**src/sfu_pkg.sv**
```systemverilog
package sfu_pkg;

  localparam int MAX_FRAME_BYTES = 4096;

  localparam logic [7:0] SIR_BOF   = 8'hC0;
  localparam logic [7:0] SIR_EOF   = 8'hC1;
  localparam logic [7:0] SIR_CE    = 8'h7D;
  localparam logic [7:0] SIR_XBOF  = 8'hFF;
  localparam logic [7:0] SIR_TRANS = 8'h20;

  localparam logic [15:0] FCS_INIT = 16'hFFFF;
  localparam logic [15:0] FCS_GOOD = 16'hF0B8;
  localparam logic [15:0] FCS_POLY = 16'h8408;

  localparam logic [12:0] MAX_LEN_RESET = 13'd4096;

  typedef enum logic [3:0] {
    PH_OUTSIDE = 4'b0001,
    PH_BEGIN   = 4'b0010,
    PH_ESCAPE  = 4'b0100,
    PH_INSIDE  = 4'b1000
  } phase_t;

  typedef enum logic [2:0] {
    EV_NONE     = 3'd0,
    EV_DATA     = 3'd1,
    EV_GOOD     = 3'd2,
    EV_CRCERR   = 3'd3,
    EV_ABORT    = 3'd4,
    EV_ESCABORT = 3'd5,
    EV_OVERFLOW = 3'd6,
    EV_DISCARD  = 3'd7
  } event_t;

  typedef struct packed {
    logic       valid;
    logic [7:0] rx_byte;
  } stage_t;

  function automatic logic [15:0] fcs_update(input logic [15:0] crc, input logic [7:0] b);
    logic [15:0] c;
    c = crc ^ {8'h00, b};
    for (int i = 0; i < 8; i++) begin
      if (c[0]) begin
        c = (c >> 1) ^ FCS_POLY;
      end else begin
        c = c >> 1;
      end
    end
    return c;
  endfunction

  function automatic logic [12:0] frame_limit(input logic [12:0] max_len);
    if (32'(max_len) > MAX_FRAME_BYTES) begin
      return 13'(MAX_FRAME_BYTES);
    end
    return max_len;
  endfunction

endpackage

```
**src/sfu_in_if.sv**
```systemverilog
interface sfu_in_if;
  logic       valid;
  logic       ready;
  logic [7:0] rx_byte;

  modport source (output valid, output rx_byte, input ready);
  modport sink (input valid, input rx_byte, output ready);
endinterface

```
**src/sfu_out_if.sv**
```systemverilog
interface sfu_out_if;
  logic        valid;
  logic        ready;
  logic [2:0]  event_res;
  logic [7:0]  data_byte;
  logic [11:0] byte_index;
  logic [12:0] frame_length;
  logic        media_busy;
  logic        frame_active;

  modport source (output valid, output event_res, output data_byte, output byte_index,
                  output frame_length, output media_busy, output frame_active, input ready);
  modport sink (input valid, input event_res, input data_byte, input byte_index,
                input frame_length, input media_busy, input frame_active, output ready);
endinterface

```
**src/sir_frame_unwrapper.sv**
```systemverilog
// SIR receive deframer. Each received line word yields exactly one result word: a de-stuffed
// data byte with its index in the frame, a no-event word, or an end-of-frame status (good,
// CRC error, abort, escape abort, overflow, discarded by a new BOF), plus media-busy and
// frame-active flags. The FCS-16 is checked on the fly and the payload is streamed, so the
// consumer must drop every frame whose status is not good. Throughput is one word per clock
// while the result side is not stalled by a low ready; an accepted word is held in the input
// register, and its phase/FCS update is then loaded into the result register. The per-word
// FCS fold, byte count and phase update form the single loop that sets this rate.
// max_frame_len may only be written while no words are in flight.
module sir_frame_unwrapper (
  input  logic        clk,
  input  logic        rst,
  input  logic        cfg_we,
  input  logic [12:0] cfg_data,
  sfu_in_if.sink      rx,
  sfu_out_if.source   res
);
  import sfu_pkg::*;

  stage_t stage;
  logic   advance;

  sfu_in_reg u_in_reg (
    .clk     (clk),
    .rst     (rst),
    .rx      (rx),
    .advance (advance),
    .stage   (stage)
  );

  sfu_core u_core (
    .clk      (clk),
    .rst      (rst),
    .cfg_we   (cfg_we),
    .cfg_data (cfg_data),
    .stage    (stage),
    .advance  (advance),
    .res      (res)
  );
endmodule

```
**src/sfu_in_reg.sv**
```systemverilog
module sfu_in_reg (
  input  logic            clk,
  input  logic            rst,
  sfu_in_if.sink          rx,
  input  logic            advance,
  output sfu_pkg::stage_t stage
);
  import sfu_pkg::*;

  assign rx.ready = !stage.valid || advance;

  always_ff @(posedge clk) begin
    if (rst) begin
      stage.valid <= 1'b0;
    end else if (rx.ready) begin
      stage.valid <= rx.valid;
    end
  end

  always_ff @(posedge clk) begin
    if (rx.ready && rx.valid) begin
      stage.rx_byte <= rx.rx_byte;
    end
  end
endmodule

```
**src/sfu_core.sv**
```systemverilog
module sfu_core (
  input  logic            clk,
  input  logic            rst,
  input  logic            cfg_we,
  input  logic [12:0]     cfg_data,
  input  sfu_pkg::stage_t stage,
  output logic            advance,
  sfu_out_if.source       res
);
  import sfu_pkg::*;

  logic [12:0] max_frame_len;
  phase_t      phase, phase_next;
  logic [12:0] byte_count, byte_count_next;
  logic [15:0] crc_accum, crc_accum_next;
  logic        open_flag, open_flag_next;

  logic [12:0] cnt_eff;
  logic [15:0] crc_eff;
  logic [7:0]  b;
  logic        take_data;
  event_t      ev;
  logic [7:0]  dout;
  logic [11:0] idx;
  logic [12:0] flen;
  logic        busy;
  logic        fire;

  assign advance = !res.valid || res.ready;
  assign fire    = advance && stage.valid;

  always_comb begin
    phase_next      = phase;
    byte_count_next = byte_count;
    crc_accum_next  = crc_accum;
    open_flag_next  = open_flag;
    cnt_eff         = byte_count;
    crc_eff         = crc_accum;
    b               = stage.rx_byte;
    take_data       = 1'b0;
    ev              = EV_NONE;
    dout            = 8'h00;
    idx             = 12'h000;
    flen            = 13'h0000;
    busy            = 1'b0;

    unique case (phase)
      PH_BEGIN: begin
        cnt_eff         = 13'h0000;
        crc_eff         = FCS_INIT;
        byte_count_next = 13'h0000;
        crc_accum_next  = FCS_INIT;
        priority if (b == SIR_BOF) begin
        end else if (b == SIR_CE) begin
          phase_next = PH_ESCAPE;
        end else if (b == SIR_EOF) begin
          phase_next     = PH_OUTSIDE;
          open_flag_next = 1'b0;
          ev             = EV_ABORT;
        end else begin
          take_data = 1'b1;
        end
      end
      PH_ESCAPE: begin
        priority if (b == SIR_BOF) begin
          phase_next = PH_BEGIN;
          busy       = 1'b1;
          ev         = EV_DISCARD;
        end else if (b == SIR_CE) begin
        end else if (b == SIR_EOF) begin
          phase_next     = PH_OUTSIDE;
          open_flag_next = 1'b0;
          ev             = EV_ESCABORT;
        end else begin
          b         = stage.rx_byte ^ SIR_TRANS;
          take_data = 1'b1;
        end
      end
      PH_INSIDE: begin
        priority if (b == SIR_BOF) begin
          phase_next = PH_BEGIN;
          busy       = 1'b1;
          ev         = EV_DISCARD;
        end else if (b == SIR_CE) begin
          phase_next = PH_ESCAPE;
        end else if (b == SIR_EOF) begin
          phase_next     = PH_OUTSIDE;
          open_flag_next = 1'b0;
          if (crc_accum == FCS_GOOD) begin
            ev   = EV_GOOD;
            flen = (byte_count >= 13'd2) ? byte_count - 13'd2 : 13'h0000;
          end else begin
            ev   = EV_CRCERR;
            busy = 1'b1;
          end
        end else begin
          take_data = 1'b1;
        end
      end
      default: begin
        // outside, and any unreachable code
        phase_next = PH_OUTSIDE;
        if (b == SIR_BOF) begin
          phase_next     = PH_BEGIN;
          open_flag_next = 1'b1;
        end else if (b != SIR_XBOF) begin
          busy = 1'b1;
        end
      end
    endcase

    if (take_data) begin
      if (cnt_eff < frame_limit(max_frame_len)) begin
        ev              = EV_DATA;
        dout            = b;
        idx             = cnt_eff[11:0];
        crc_accum_next  = fcs_update(crc_eff, b);
        byte_count_next = cnt_eff + 13'd1;
        phase_next      = PH_INSIDE;
      end else begin
        ev             = EV_OVERFLOW;
        phase_next     = PH_OUTSIDE;
        open_flag_next = 1'b0;
      end
    end
  end

  always_ff @(posedge clk) begin
    if (rst) begin
      max_frame_len <= MAX_LEN_RESET;
      phase         <= PH_OUTSIDE;
      byte_count    <= 13'h0000;
      crc_accum     <= FCS_INIT;
      open_flag     <= 1'b0;
      res.valid     <= 1'b0;
    end else begin
      if (cfg_we) begin
        max_frame_len <= cfg_data;
      end
      if (fire) begin
        phase      <= phase_next;
        byte_count <= byte_count_next;
        crc_accum  <= crc_accum_next;
        open_flag  <= open_flag_next;
      end
      if (advance) begin
        res.valid <= stage.valid;
      end
    end
  end

  always_ff @(posedge clk) begin
    if (fire) begin
      res.event_res    <= ev;
      res.data_byte    <= dout;
      res.byte_index   <= idx;
      res.frame_length <= flen;
      res.media_busy   <= busy;
      res.frame_active <= open_flag_next;
    end
  end
endmodule

```
**src/flat_wrapper.sv**
```systemverilog
// flat-port wrapper written by rule: the top's interface ports become plain ports
module sir_frame_unwrapper_flat import sfu_pkg::*;
  (clk, rst, cfg_we, cfg_data, rx_valid, rx_rx_byte, rx_ready, res_valid, res_event_res, res_data_byte, res_byte_index, res_frame_length, res_media_busy, res_frame_active, res_ready);
  sfu_in_if rx_i ();
  sfu_out_if res_i ();
  input  logic clk;
  input  logic rst;
  input  logic cfg_we;
  input  logic [12:0] cfg_data;
  input wire logic [$bits(rx_i.valid)-1:0] rx_valid;
  input wire logic [$bits(rx_i.rx_byte)-1:0] rx_rx_byte;
  output wire logic [$bits(rx_i.ready)-1:0] rx_ready;
  output wire logic [$bits(res_i.valid)-1:0] res_valid;
  output wire logic [$bits(res_i.event_res)-1:0] res_event_res;
  output wire logic [$bits(res_i.data_byte)-1:0] res_data_byte;
  output wire logic [$bits(res_i.byte_index)-1:0] res_byte_index;
  output wire logic [$bits(res_i.frame_length)-1:0] res_frame_length;
  output wire logic [$bits(res_i.media_busy)-1:0] res_media_busy;
  output wire logic [$bits(res_i.frame_active)-1:0] res_frame_active;
  input wire logic [$bits(res_i.ready)-1:0] res_ready;
  assign rx_i.valid = rx_valid;
  assign rx_i.rx_byte = rx_rx_byte;
  assign rx_ready = rx_i.ready;
  assign res_valid = res_i.valid;
  assign res_event_res = res_i.event_res;
  assign res_data_byte = res_i.data_byte;
  assign res_byte_index = res_i.byte_index;
  assign res_frame_length = res_i.frame_length;
  assign res_media_busy = res_i.media_busy;
  assign res_frame_active = res_i.frame_active;
  assign res_i.ready = res_ready;
  sir_frame_unwrapper u_core (.clk(clk), .rst(rst), .cfg_we(cfg_we), .cfg_data(cfg_data), .rx(rx_i), .res(res_i));
endmodule
```
**config.mk**
```make
export PLATFORM = sky130hd
export DESIGN_NAME = sir_frame_unwrapper_flat
export DESIGN_NICKNAME = d
export VERILOG_FILES = /design/src/sfu_pkg.sv /design/src/sfu_in_if.sv /design/src/sfu_out_if.sv /design/src/sir_frame_unwrapper.sv /design/src/sfu_in_reg.sv /design/src/sfu_core.sv /design/src/flat_wrapper.sv
export SDC_FILE = /design/constraint.sdc
export NUM_CORES = 1
export LEC_CHECK = 0
export ABC_CLOCK_PERIOD_IN_PS = 5000
export BUFFER_PORTS_ARGS = -buffer_cell sky130_fd_sc_hd__buf_2
export CORE_AREA = 3 3 90 156
export CTS_CLUSTER_SIZE = 24
export DETAILED_ROUTE_END_ITERATION = 7
export DIE_AREA = 0 0 93 159
export SKIP_LAST_GASP = 1
export SLEW_MARGIN = 0
export SYNTH_ARGS = -nofsm -noshare
export SYNTH_HDL_FRONTEND = slang
export SYNTH_SLANG_ARGS = --single-unit
export TNS_END_PERCENT = 5
```
**constraint.sdc**
```tcl
create_clock -name clk -period 5 [get_ports clk]
set_input_delay 1 -clock clk [delete_from_list [all_inputs] [get_ports clk]]
set_output_delay 1 -clock clk [all_outputs]
set_load 0.02 [all_outputs]
```
==> impl_results.md, run 1 <==
* Die height at 159 µm
* Number of gates resized after cts at 0
* Initial Util at 40.4%
* Fillers at 1314
* Final worst-path cycle share at 80.2%
* MaxCap Viol Count at 0
* Worst EP required at 5.18 ns
* Reg area at 0.00236 mm²
* WP data arrival at 4.19 ns
* Total Wirelength at 13500 µm
* RSZ-0062 raised after global routing: no
* Commonest cells after routing, fill and taps aside: 80 x nor2_1, 65 x buf_2, 59 x nand2_1, 49 x dfxtp_1, 46 x edfxtp_1
* Final non-filler cell total at 796
* Clock Sinks at 95
* N_diodes at 0
* Synth Register Bits at 95
* Max Clk Rate at 249 MHz
* Post CTS Setup Buffer Count at 0
* H-tree Lvls at 3
* Syn_nets at 619
* Avg Cell Area, Syn at 9.03 µm²
* Endpoints failing setup at 0
* Synth Instances at 579
* Layout cells sized above 1 at 15.7%
* Synthesized cell area at 0.00523 mm²
* Synth async-reset ratio at 0%
* Period minus WS final at 4.01 ns
* CTS tree: yes
* Final Hold Viols at 0
* Core region area at 0.0129 mm²
* Run status: completed
* Peak VDD IR at 0.181 mV
* Post-CTS Hold Fix Bufs at 0
* PwrDens at 305 mW/mm²
* Hold Path Class: flip-flop to flip-flop
* Die W at 93 µm
* Worst-skew pair later-pin latency at 0.35 ns
* Leakage at 2.45 nW
* Top FF cell, synth: dfxtp_1
* Type of origin of the critical path: flip-flop
* Clock transition at path regs at 0.07 ns
* Max FO, Critical Path at 23
* Slew Viols, Final at 0
* P&R area growth vs syn at 15.3%
* Root buf cell: clkbuf_16
* RD Place Congestion at 0.917
* Vias after detailed routing at 4420
* Clock buffer depth at 2
* Initial DRC count at 286
* Crit end category: flip-flop
* Commonest non-fill, non-tap cell in the layout: nor2_1
* Drt drc at 0
* Row count at 55
* First drt pass iteration count at 6
* Final net count at 660
* Least-Margin Pin Slew at 1.29 ns
* Vias in the first global route at 4426
* Slew HR at 13.9%
* Clock Skew at 0.00804 ns
* Placed cell count at 780
* Largest net degree at the start of global routing at 43
* Total negative slack at 0 ns
* Critical path type: flip-flop to flip-flop
* Yosys warnings at 0
* Routed Antenna Nets at 0
* Number of vias per cell at 5.55
* Port Buffers at 65
* Cell variety after synth at 57
* Post-detail-place hpwl at 9660 µm
* Number of synthesized flops with an enable pin at 46
* Die area at 0.0148 mm²
* Ports at 66
* Antenna violations before repair at 0
* Multi-input gate area at 0.00264 mm²
* Total Power at 1.84 mW
* Total CTS buffers at 9
* First-pass GRT wire length at 22400 µm
* Congestion Overflow GR at 0
* Per-cell routed wire length at 17.0 µm
* Global Route Usage Sum at 19.0%
* Part of the Yosys area used for sequential elements at 45.2%
-- state kept, by name, summed over array words and instances, names as in the netlist --
name / cells
u_core.u_core.res.frame_length: 13
u_core.u_core.crc_accum: 16
u_core.u_core.phase: 4
u_core.u_core.open_flag: 1
u_core.u_core.max_frame_len: 13
u_core.u_core.res.data_byte: 8
u_core.u_core.res.byte_index: 12
u_core.u_core.byte_count: 13
u_core.u_core.res.media_busy: 1
u_core.u_core.res.frame_active: 1
u_core.u_in_reg.stage: 9
u_core.u_core.res.valid: 1
u_core.u_core.res.event_res: 3
-- synthesized netlist by cell type, drive strengths merged (2+ instances only) --
cell,instances,area (µm²)
xor2,6,52.6
a311oi,5,43.8
nor2,81,307
a21o,8,60.1
nand3,14,70.1
nor4,9,56.3
a31oi,5,31.3
a41oi,2,17.5
o31ai,2,15.0
o21ai,26,130
or4b,4,40.0
buf,8,43.8
nand4,19,119
o21a,2,15.0
and2,10,62.6
nor4b,4,35.0
clkbuf,36,135
a2111o,2,22.5
mux2,2,22.5
xnor2,31,272
a41o,2,20.0
nor3,14,70.1
edfxtp,46,1380
a211oi,7,52.6
or3,5,31.3
nor2b,4,25.0
nor3b,2,15.0
and4,2,17.5
o211ai,5,37.5
a211o,5,43.8
dfxtp,49,981
mux2i,18,180
a21oi,23,115
ha,14,175
and3,15,93.8
or4,4,30.0
nand2,60,228
inv,14,52.6
nand2b,3,18.8
-- through the flow --
stage / utilization [%] / setup WS (ns) / hold WS, ns / area (µm²)
finish: 46.6 / 0.991 / 0.526 / 6030
global placement: 43.8 / 1.29 / 0.512 / 5660
global route: 46.6 / 0.639 / 0.573 / 6030
detailed placement: 43.8 / 1.11 / 0.510 / 5660
floorplan: - / 1.57 / 0.471 / 5230
CTS: 46.6 / 1.02 / 0.527 / 6030
-- cells by family after synthesis --
group,Yosys count,share of synthesized area (%)
AOI/OAI and AO/OA,99,12.4
xor gates and xnor gates,38,6.63
adders and majority gates,14,3.35
buffers and inverters,59,4.50
DFF,95,45.2
muxes,20,3.88
and+or+nand+nor,254,24.1
-- layout make-up --
type                       instances  area share (%)
timing repair buffer              74            6.52
multi-input combinational        425            43.7
clock inverter                     7            2.37
sequential                        95            39.2
inverter                          15           0.934
clock buffer                       9            3.74
tap                              171            3.55
-- layer usage --
metal  track usage (%)  part of all wire (%)  vias up
met2              34.9                    55      116
met1              21.2                    39     2115
met5                 0                     0        -
met3              3.17                   3.4       31
met4              7.61                   2.5        0
li1                  -                     -     2158
-- critical path, cell delays in order, from the launching register on --
cell,delay (ns)
dfxtp_1,0.38
or4b_1,0.92
nand2_1,0.25
inv_1,0.10
ha_1,0.29
o21a_1,0.18
o211ai_1,0.21
a2111o_1,0.24
o21a_1,0.52
nand2_1,0.43
nor3_1,0.31
-- final timing paths --
check	start	end	slack, ns	cells past startpoint
max	u_core.u_core.phase[0]$_SDFFE_PP1P_	u_core.u_core.res.data_byte[5]$_SDFFCE_PN0P_	0.99	10
min	u_core.u_core.max_frame_len[11]$_SDFFE_PP0P_	u_core.u_core.max_frame_len[11]$_SDFFE_PP0P_	0.53	2
max reg2reg	u_core.u_core.phase[0]$_SDFFE_PP1P_	u_core.u_core.res.data_byte[5]$_SDFFCE_PN0P_	0.99	10
min reg2reg	u_core.u_core.max_frame_len[11]$_SDFFE_PP0P_	u_core.u_core.max_frame_len[11]$_SDFFE_PP0P_	0.53	2
-- report_power, final --
part | switching [mW] | leakage, nW | internal, mW
Sequential | 0.0181 | 0.841 | 0.836
Clock | 0.304 | 0.180 | 0.542
Combinational | 0.0894 | 1.43 | 0.0479
No activity file was read; power rests on OpenSTA's default activity.
==> run 2, diff against run 1 <==
--- a/config.mk
+++ b/config.mk
@@ -5,7 +5,7 @@
 export SDC_FILE = /design/constraint.sdc
 export NUM_CORES = 1
 export LEC_CHECK = 0
-export ABC_CLOCK_PERIOD_IN_PS = 5000
+export ABC_CLOCK_PERIOD_IN_PS = 3800
 export BUFFER_PORTS_ARGS = -buffer_cell sky130_fd_sc_hd__buf_2
 export CORE_AREA = 3 3 90 156
 export CTS_CLUSTER_SIZE = 24
==> constraint.sdc (replaced) <==
create_clock -name clk -period 3.8 [get_ports clk]
set_input_delay 0.76 -clock clk [delete_from_list [all_inputs] [get_ports clk]]
set_output_delay 0.76 -clock clk [all_outputs]
set_load 0.02 [all_outputs]
==> impl_results.md, run 2 (synthesis results as in run 1) <==
* Run status: completed
* CP delay by family, top: simple AND/OR/NAND/NOR gates
* Vias after detailed routing at 4562 (+3.2%)
* Crit end category: flip-flop
* Final net count at 667 (+1.1%)
* Post CTS Setup Buffer Count at 0 (unchanged)
* Core Util, Final at 46.7% (+0.087 points)
* Logic pwr share at 8.3% (+0.8 points)
* Core region area at 0.0129 mm² (unchanged)
* Hold Path Class: flip-flop to flip-flop
* Fillers at 1314 (unchanged)
* P&R area growth vs syn at 15.6%
* Final non-filler cell total at 803 (+0.88%)
* Max FO, Critical Path at 22 (-4.3%)
* Commonest cells after routing, fill and taps aside: 80 x nor2_1, 65 x buf_2, 59 x nand2_1, 49 x dfxtp_1, 46 x edfxtp_1
* Congestion Overflow GR at 0 (unchanged)
* Hold WS at 0.539 ns (+0.0128 ns)
* Worst path max stage delay at 0.55 ns (-0.37 ns)
* Crit path from: u_core.u_core.phase[0]$_SDFFE_PP1P_
* Max Clk Rate at 292 MHz (+17%)
* MaxCap Viol Count at 0 (unchanged)
* Number of vias per cell at 5.68 (+2.3%)
* Slowest cell on the critical path: or4b_1
* RD Place Congestion at 0.936 (+2.1%)
* Initial Util at 40.4% (unchanged)
* Peak VDD IR at 0.185 mV (+2.3%)
* Crit path top cell by count: buf_4
* Die area at 0.0148 mm² (unchanged)
* Post-detail-place hpwl at 10400 µm (+7.2%)
* FF-to-FF Start: u_core.u_core.phase[0]$_SDFFE_PP1P_
* Seq pwr share at 49.4% (+2.9 points)
* H-tree Lvls at 3 (unchanged)
* Period minus WS final at 3.42 ns (-0.586 ns)
* Slew HR at 26.7% (+13 points)
* Port Buffers at 65 (unchanged)
* Final Hold Viols at 0 (unchanged)
* Drt drc at 0 (unchanged)
* Largest Register: u_core.u_core.crc_accum
* Clock transition at path regs at 0.07 ns (about the same)
* P_int at 1.74 mW (+22%)
* Leakage at 2.46 nW (+0.35%)
* Placed cell count at 787 (+0.90%)
* Clock Sinks at 95 (unchanged)
* First-pass GRT wire length at 23300 µm (+4.1%)
* Worst-skew pair later-pin latency at 0.34 ns (about the same)
* Root buf cell: clkbuf_16
* N_diodes at 0 (unchanged)
* Vias in the first global route at 4480 (+1.2%)
* Number of gates resized after cts at 0 (unchanged)
* Type of origin of the critical path: flip-flop
* Layout cells sized above 1 at 16.1% (+0.46 points)
* Die W at 93 µm (unchanged)
* Chain of cells forming the critical path: or4b_1, buf_4, nand2_1, inv_1, ha_1, a21oi_1, o21ai_0, a211oi_1, nand3_1, buf_4, or4_1, mux2i_1
* Per-cell routed wire length at 17.8 µm (+4.5%)
* Die height at 159 µm (unchanged)
* Final worst-path cycle share at 90.1% (+9.9 points)
* Total CTS buffers at 9 (unchanged)
* Clock share of power at 42.3% (-3.7 points)
* Least-Margin Pin Slew at 1.08 ns (-0.207 ns)
* PwrDens at 377 mW/mm² (+24%)
* Buf+Inv Stages, Crit Path at 3 (+2)
* Switching Share at 23.4% (+1.0 points)
* Endpoints failing setup at 0 (unchanged)
* Total negative slack at 0 ns (unchanged)
* Slew Viols, Final at 0 (unchanged)
* Commonest non-fill, non-tap cell in the layout: nor2_1
* Row count at 55 (unchanged)
* Total Wirelength at 14300 µm (+5.5%)
* Routed Antenna Nets at 0 (unchanged)
* Initial DRC count at 286 (unchanged)
* RSZ-0062 raised after global routing: no
* Antenna violations before repair at 0 (unchanged)
* Ports at 66 (unchanged)
* First drt pass iteration count at 5 (-1)
* Largest net degree at the start of global routing at 39 (-9.3%)
* Global Route Usage Sum at 19.9% (+0.90 points)
* Clock buffer depth at 2 (unchanged)
* Total Power at 2.28 mW (+24%)
* Clock Skew at 0.00731 ns (-0.000735 ns)
* CTS tree: yes
* Sw Pwr at 533 µW (+29%)
* Post-CTS Hold Fix Bufs at 0 (unchanged)
* R2r setup slk at 0.38 ns (-0.61 ns)
* Critical path type: flip-flop to flip-flop
* WP data arrival at 3.65 ns (-0.54 ns)
* Worst hold start: u_core.u_core.crc_accum[7]$_SDFFE_PP1P_
* Worst EP required at 4.03 ns (-1.15 ns)
* Max FFs per register at 16 (unchanged)
==> run 2: power by group through the flow <==
stage,Sequential [mW],Clock (mW),Combinational [mW]
2_1_floorplan,1.16,0,0.110
6_report,1.13,0.962,0.189
5_1_grt,1.13,1.03,0.206
3_5_place_dp,1.15,0,0.190
4_1_cts,1.12,0.982,0.191
3_3_place_gp,1.15,0,0.187
==> run 2: final cells by class <==
type / instances / area [µm²] / share of cell area [%]
inverters: 15 / 56.3 / 0.932
clock inverters: 6 / 85.1 / 1.41
repair buffers: 81 / 458 / 7.58
clock buffers: 10 / 229 / 3.79
flip-flops and latches: 95 / 2360 / 39.1
multi-input cells: 425 / 2640 / 43.6
well taps: 171 / 214 / 3.54
==> run 2: worst paths after layout <==
kind                            cells past startpoint                                       end
worst min register to register                      1   u_core.u_core.crc_accum[7]$_SDFFE_PP1P_
worst max register to register                     12  u_core.u_core.byte_count[3]$_SDFFE_PP0P_
worst max-delay path                               12  u_core.u_core.byte_count[3]$_SDFFE_PP0P_
worst min-delay path                                1   u_core.u_core.crc_accum[7]$_SDFFE_PP1P_
==> run 2: through the flow <==
stage          cell area [µm²]  setup WS (ns)
2_1_floorplan             5230          0.375
3_3_place_gp              5730          0.481
3_5_place_dp              5730          0.413
4_1_cts                   6040          0.393
5_1_grt                   6040          0.149
6_report                  6040          0.377
==> run 2: layer usage <==
layer | vias to the layer above | global-route usage (%) | routed length [µm]
met4 | 0 | 8.81 | 496
met5 | - | 0 | 0
li1 | 2177 | - | -
met2 | 166 | 36.1 | 7850
met3 | 37 | 2.41 | 537
met1 | 2182 | 22.7 | 5410
==> run 3, diff against run 2 <==
--- a/config.mk
+++ b/config.mk
@@ -5,7 +5,7 @@
 export SDC_FILE = /design/constraint.sdc
 export NUM_CORES = 1
 export LEC_CHECK = 0
-export ABC_CLOCK_PERIOD_IN_PS = 3800
+export ABC_CLOCK_PERIOD_IN_PS = 3300
 export BUFFER_PORTS_ARGS = -buffer_cell sky130_fd_sc_hd__buf_2
 export CORE_AREA = 3 3 90 156
 export CTS_CLUSTER_SIZE = 24
==> constraint.sdc (replaced) <==
create_clock -name clk -period 3.3 [get_ports clk]
set_input_delay 0.66 -clock clk [delete_from_list [all_inputs] [get_ports clk]]
set_output_delay 0.66 -clock clk [all_outputs]
set_load 0.02 [all_outputs]
==> impl_results.md, run 3 (synthesis results as in run 1) <==
* Run status: completed
* Hold Path Class: input port to flip-flop
* Hold WS at 0.473 ns (-0.0663 ns)
* Largest net degree at the start of global routing at 39 (unchanged)
* First drt pass iteration count at 5 (unchanged)
* Final non-filler cell total at 819 (+2.0%)
* Peak VDD IR at 0.264 mV (+43%)
* Period minus WS final at 3.28 ns (-0.146 ns)
* Layout cells sized above 1 at 19.4% (+3.3 points)
* Final worst-path cycle share at 99.3% (+9.2 points)
* Port Buffers at 65 (unchanged)
* P_int at 1.87 mW (+7.4%)
* Max Clk Rate at 305 MHz (+4.5%)
* Met3 Use GR at 2.84% (+0.43 points)
* Sw Pwr at 654 µW (+23%)
* MaxCap Viol Count at 0 (unchanged)
* Cell area after layout at 0.00618 mm² (+2.3%)
* Post-CTS Hold Fix Bufs at 0 (unchanged)
* Max FO, Critical Path at 23 (+4.5%)
* Total negative slack at 0 ns (unchanged)
* PwrDens at 409 mW/mm² (+8.5%)
* Initial Util at 40.4% (unchanged)
* Switching Share at 25.9% (+2.5 points)
* Total CTS buffers at 9 (unchanged)
* Fillers at 1291 (-1.8%)
* Die area at 0.0148 mm² (unchanged)
* N_diodes at 0 (unchanged)
* RSZ-0062 raised after global routing: yes
* Die height at 159 µm (unchanged)
* Clock transition at path regs at 0.07 ns (about the same)
* P&R area growth vs syn at 18.3%
* Multi-input gate area at 0.00266 mm² (+0.95%)
* Routed Antenna Nets at 0 (unchanged)
* Core region area at 0.0129 mm² (unchanged)
* Least-Margin Pin Slew at 1.00 ns (-0.0809 ns)
* Post-detail-place hpwl at 10300 µm (-0.82%)
* Final net count at 683 (+2.4%)
* Logic pwr share at 9.2% (+0.9 points)
* Worst-skew pair later-pin latency at 0.36 ns (+0.02 ns)
* Number of vias per cell at 5.58 (-1.7%)
* Die W at 93 µm (unchanged)
* Drt drc at 0 (unchanged)
* Vias in the first global route at 4415 (-1.5%)
* Seq pwr share at 51.0% (+1.6 points)
* Placed cell count at 803 (+2.0%)
* Final Hold Viols at 0 (unchanged)
* Commonest non-fill, non-tap cell in the layout: nor2_1
* Antenna violations before repair at 0 (unchanged)
* Clock buffer depth at 2 (unchanged)
* GR Util met1 at 22.0% (-0.77 points)
* Per-cell routed wire length at 17.2 µm (-3.3%)
* Crit end category: flip-flop
* Ports at 66 (unchanged)
* Placed cell areas at 0.00587 mm² (+2.5%)
* Slew Viols, Final at 0 (unchanged)
* Leakage at 2.54 nW (+3.1%)
* WP data arrival at 3.52 ns (-0.13 ns)
* Clock Skew at 0.00680 ns (-0.000503 ns)
* Total Wirelength at 14100 µm (-1.4%)
* First-pass GRT wire length at 22600 µm (-3.3%)
* Critical path type: flip-flop to flip-flop
* Commonest cells after routing, fill and taps aside: 80 x nor2_1, 65 x buf_2, 58 x nand2_1, 49 x dfxtp_1, 46 x edfxtp_1
* Initial DRC count at 285 (-0.35%)
* M2 GR Usage at 34.1% (-2.0 points)
* H-tree Lvls at 3 (unchanged)
* Global Route Usage Sum at 19.4% (-0.50 points)
* Largest Register: u_core.u_core.crc_accum
* Clock share of power at 39.8% (-2.5 points)
* Max FFs per register at 16 (unchanged)
* CTS tree: yes
* RD Place Congestion at 0.931 (-0.51%)
* GRT Max-Usage Layer: met2
* Type of origin of the critical path: flip-flop
* Congestion Overflow GR at 0 (unchanged)
* Core Util, Final at 47.8% (+1.1 points)
* Root buf cell: clkbuf_16
* Reg area at 0.00236 mm² (unchanged)
* Slew HR at 32.2% (+5.5 points)
* Vias after detailed routing at 4572 (+0.22%)
* Worst EP required at 3.54 ns (-0.49 ns)
* Clock Sinks at 95 (unchanged)
* Endpoints failing setup at 0 (unchanged)
* Row count at 55 (unchanged)
==> run 3: metal layers <==
layer  up-vias  wire (µm)
li1       2205          -
met5         -          0
met1      2160       5330
met2       169       7520
met4         0        579
met3        38        659
==> run 3: worst max-delay path: stages, from the launching register on <==
cell and delay [ns]:
dfxtp_1 0.31, or4b_1 0.58, buf_12 0.19, and2_1 0.17
ha_1 0.31, a21oi_1 0.14, o21ai_1 0.15, a211oi_2 0.23
nand3_1 0.21, or4b_4 0.54, mux2_1 0.32
==> run 3: final cells by class <==
class,instances,area share [%]
Inverter,15,0.911
Tap cell,171,3.46
Clock buffer,9,3.64
Timing Repair Buffer,97,9.82
Multi-Input combinational cell,425,43.0
Clock inverter,7,0.911
Sequential cell,95,38.2
==> run 3: timing repair <==
action	CTS	global route
setup endpoints to repair	3	31
pin swaps	1	2
gates resized for setup	1	8
buffers inserted	0	0
==> run 3: power by group through the flow <==
| stage | Clock (mW) | Sequential, mW | Combinational, mW |
|---|---|---|---|
| after global placement | 0 | 1.32 | 0.228 |
| after floorplan | 0 | 1.33 | 0.126 |
| after detailed placement | 0 | 1.32 | 0.229 |
| after CTS | 1.02 | 1.29 | 0.231 |
| final | 1.01 | 1.29 | 0.232 |
| after global routing | 1.07 | 1.29 | 0.253 |
==> run 3: per-stage QoR <==
| stage | power [mW] | worst slack [ns] |
|---|---|---|
| 5_1_grt | 2.61 | -0.117 |
| 6_report | 2.53 | 0.0234 |
| 2_1_floorplan | 1.46 | -0.0276 |
| 3_5_place_dp | 1.55 | -0.0639 |
| 3_3_place_gp | 1.54 | -0.000162 |
| 4_1_cts | 2.54 | -0.00115 |
==> run 3: final timing paths <==
| path | endpoint | slack [ns] | from | depth (start not counted) |
|---|---|---|---|---|
| hold / removal | u_core.u_in_reg.stage[7]$_DFFE_PP_ | 0.47 | rx_rx_byte[7] | 1 |
| setup / recovery | u_core.u_core.byte_count[7]$_SDFFE_PP0P_ | 0.02 | u_core.u_core.phase[0]$_SDFFE_PP1P_ | 10 |
| setup reg to reg | u_core.u_core.byte_count[7]$_SDFFE_PP0P_ | 0.02 | u_core.u_core.phase[0]$_SDFFE_PP1P_ | 10 |
| hold reg to reg | u_core.u_core.max_frame_len[4]$_SDFFE_PP0P_ | 0.53 | u_core.u_core.max_frame_len[4]$_SDFFE_PP0P_ | 2 |
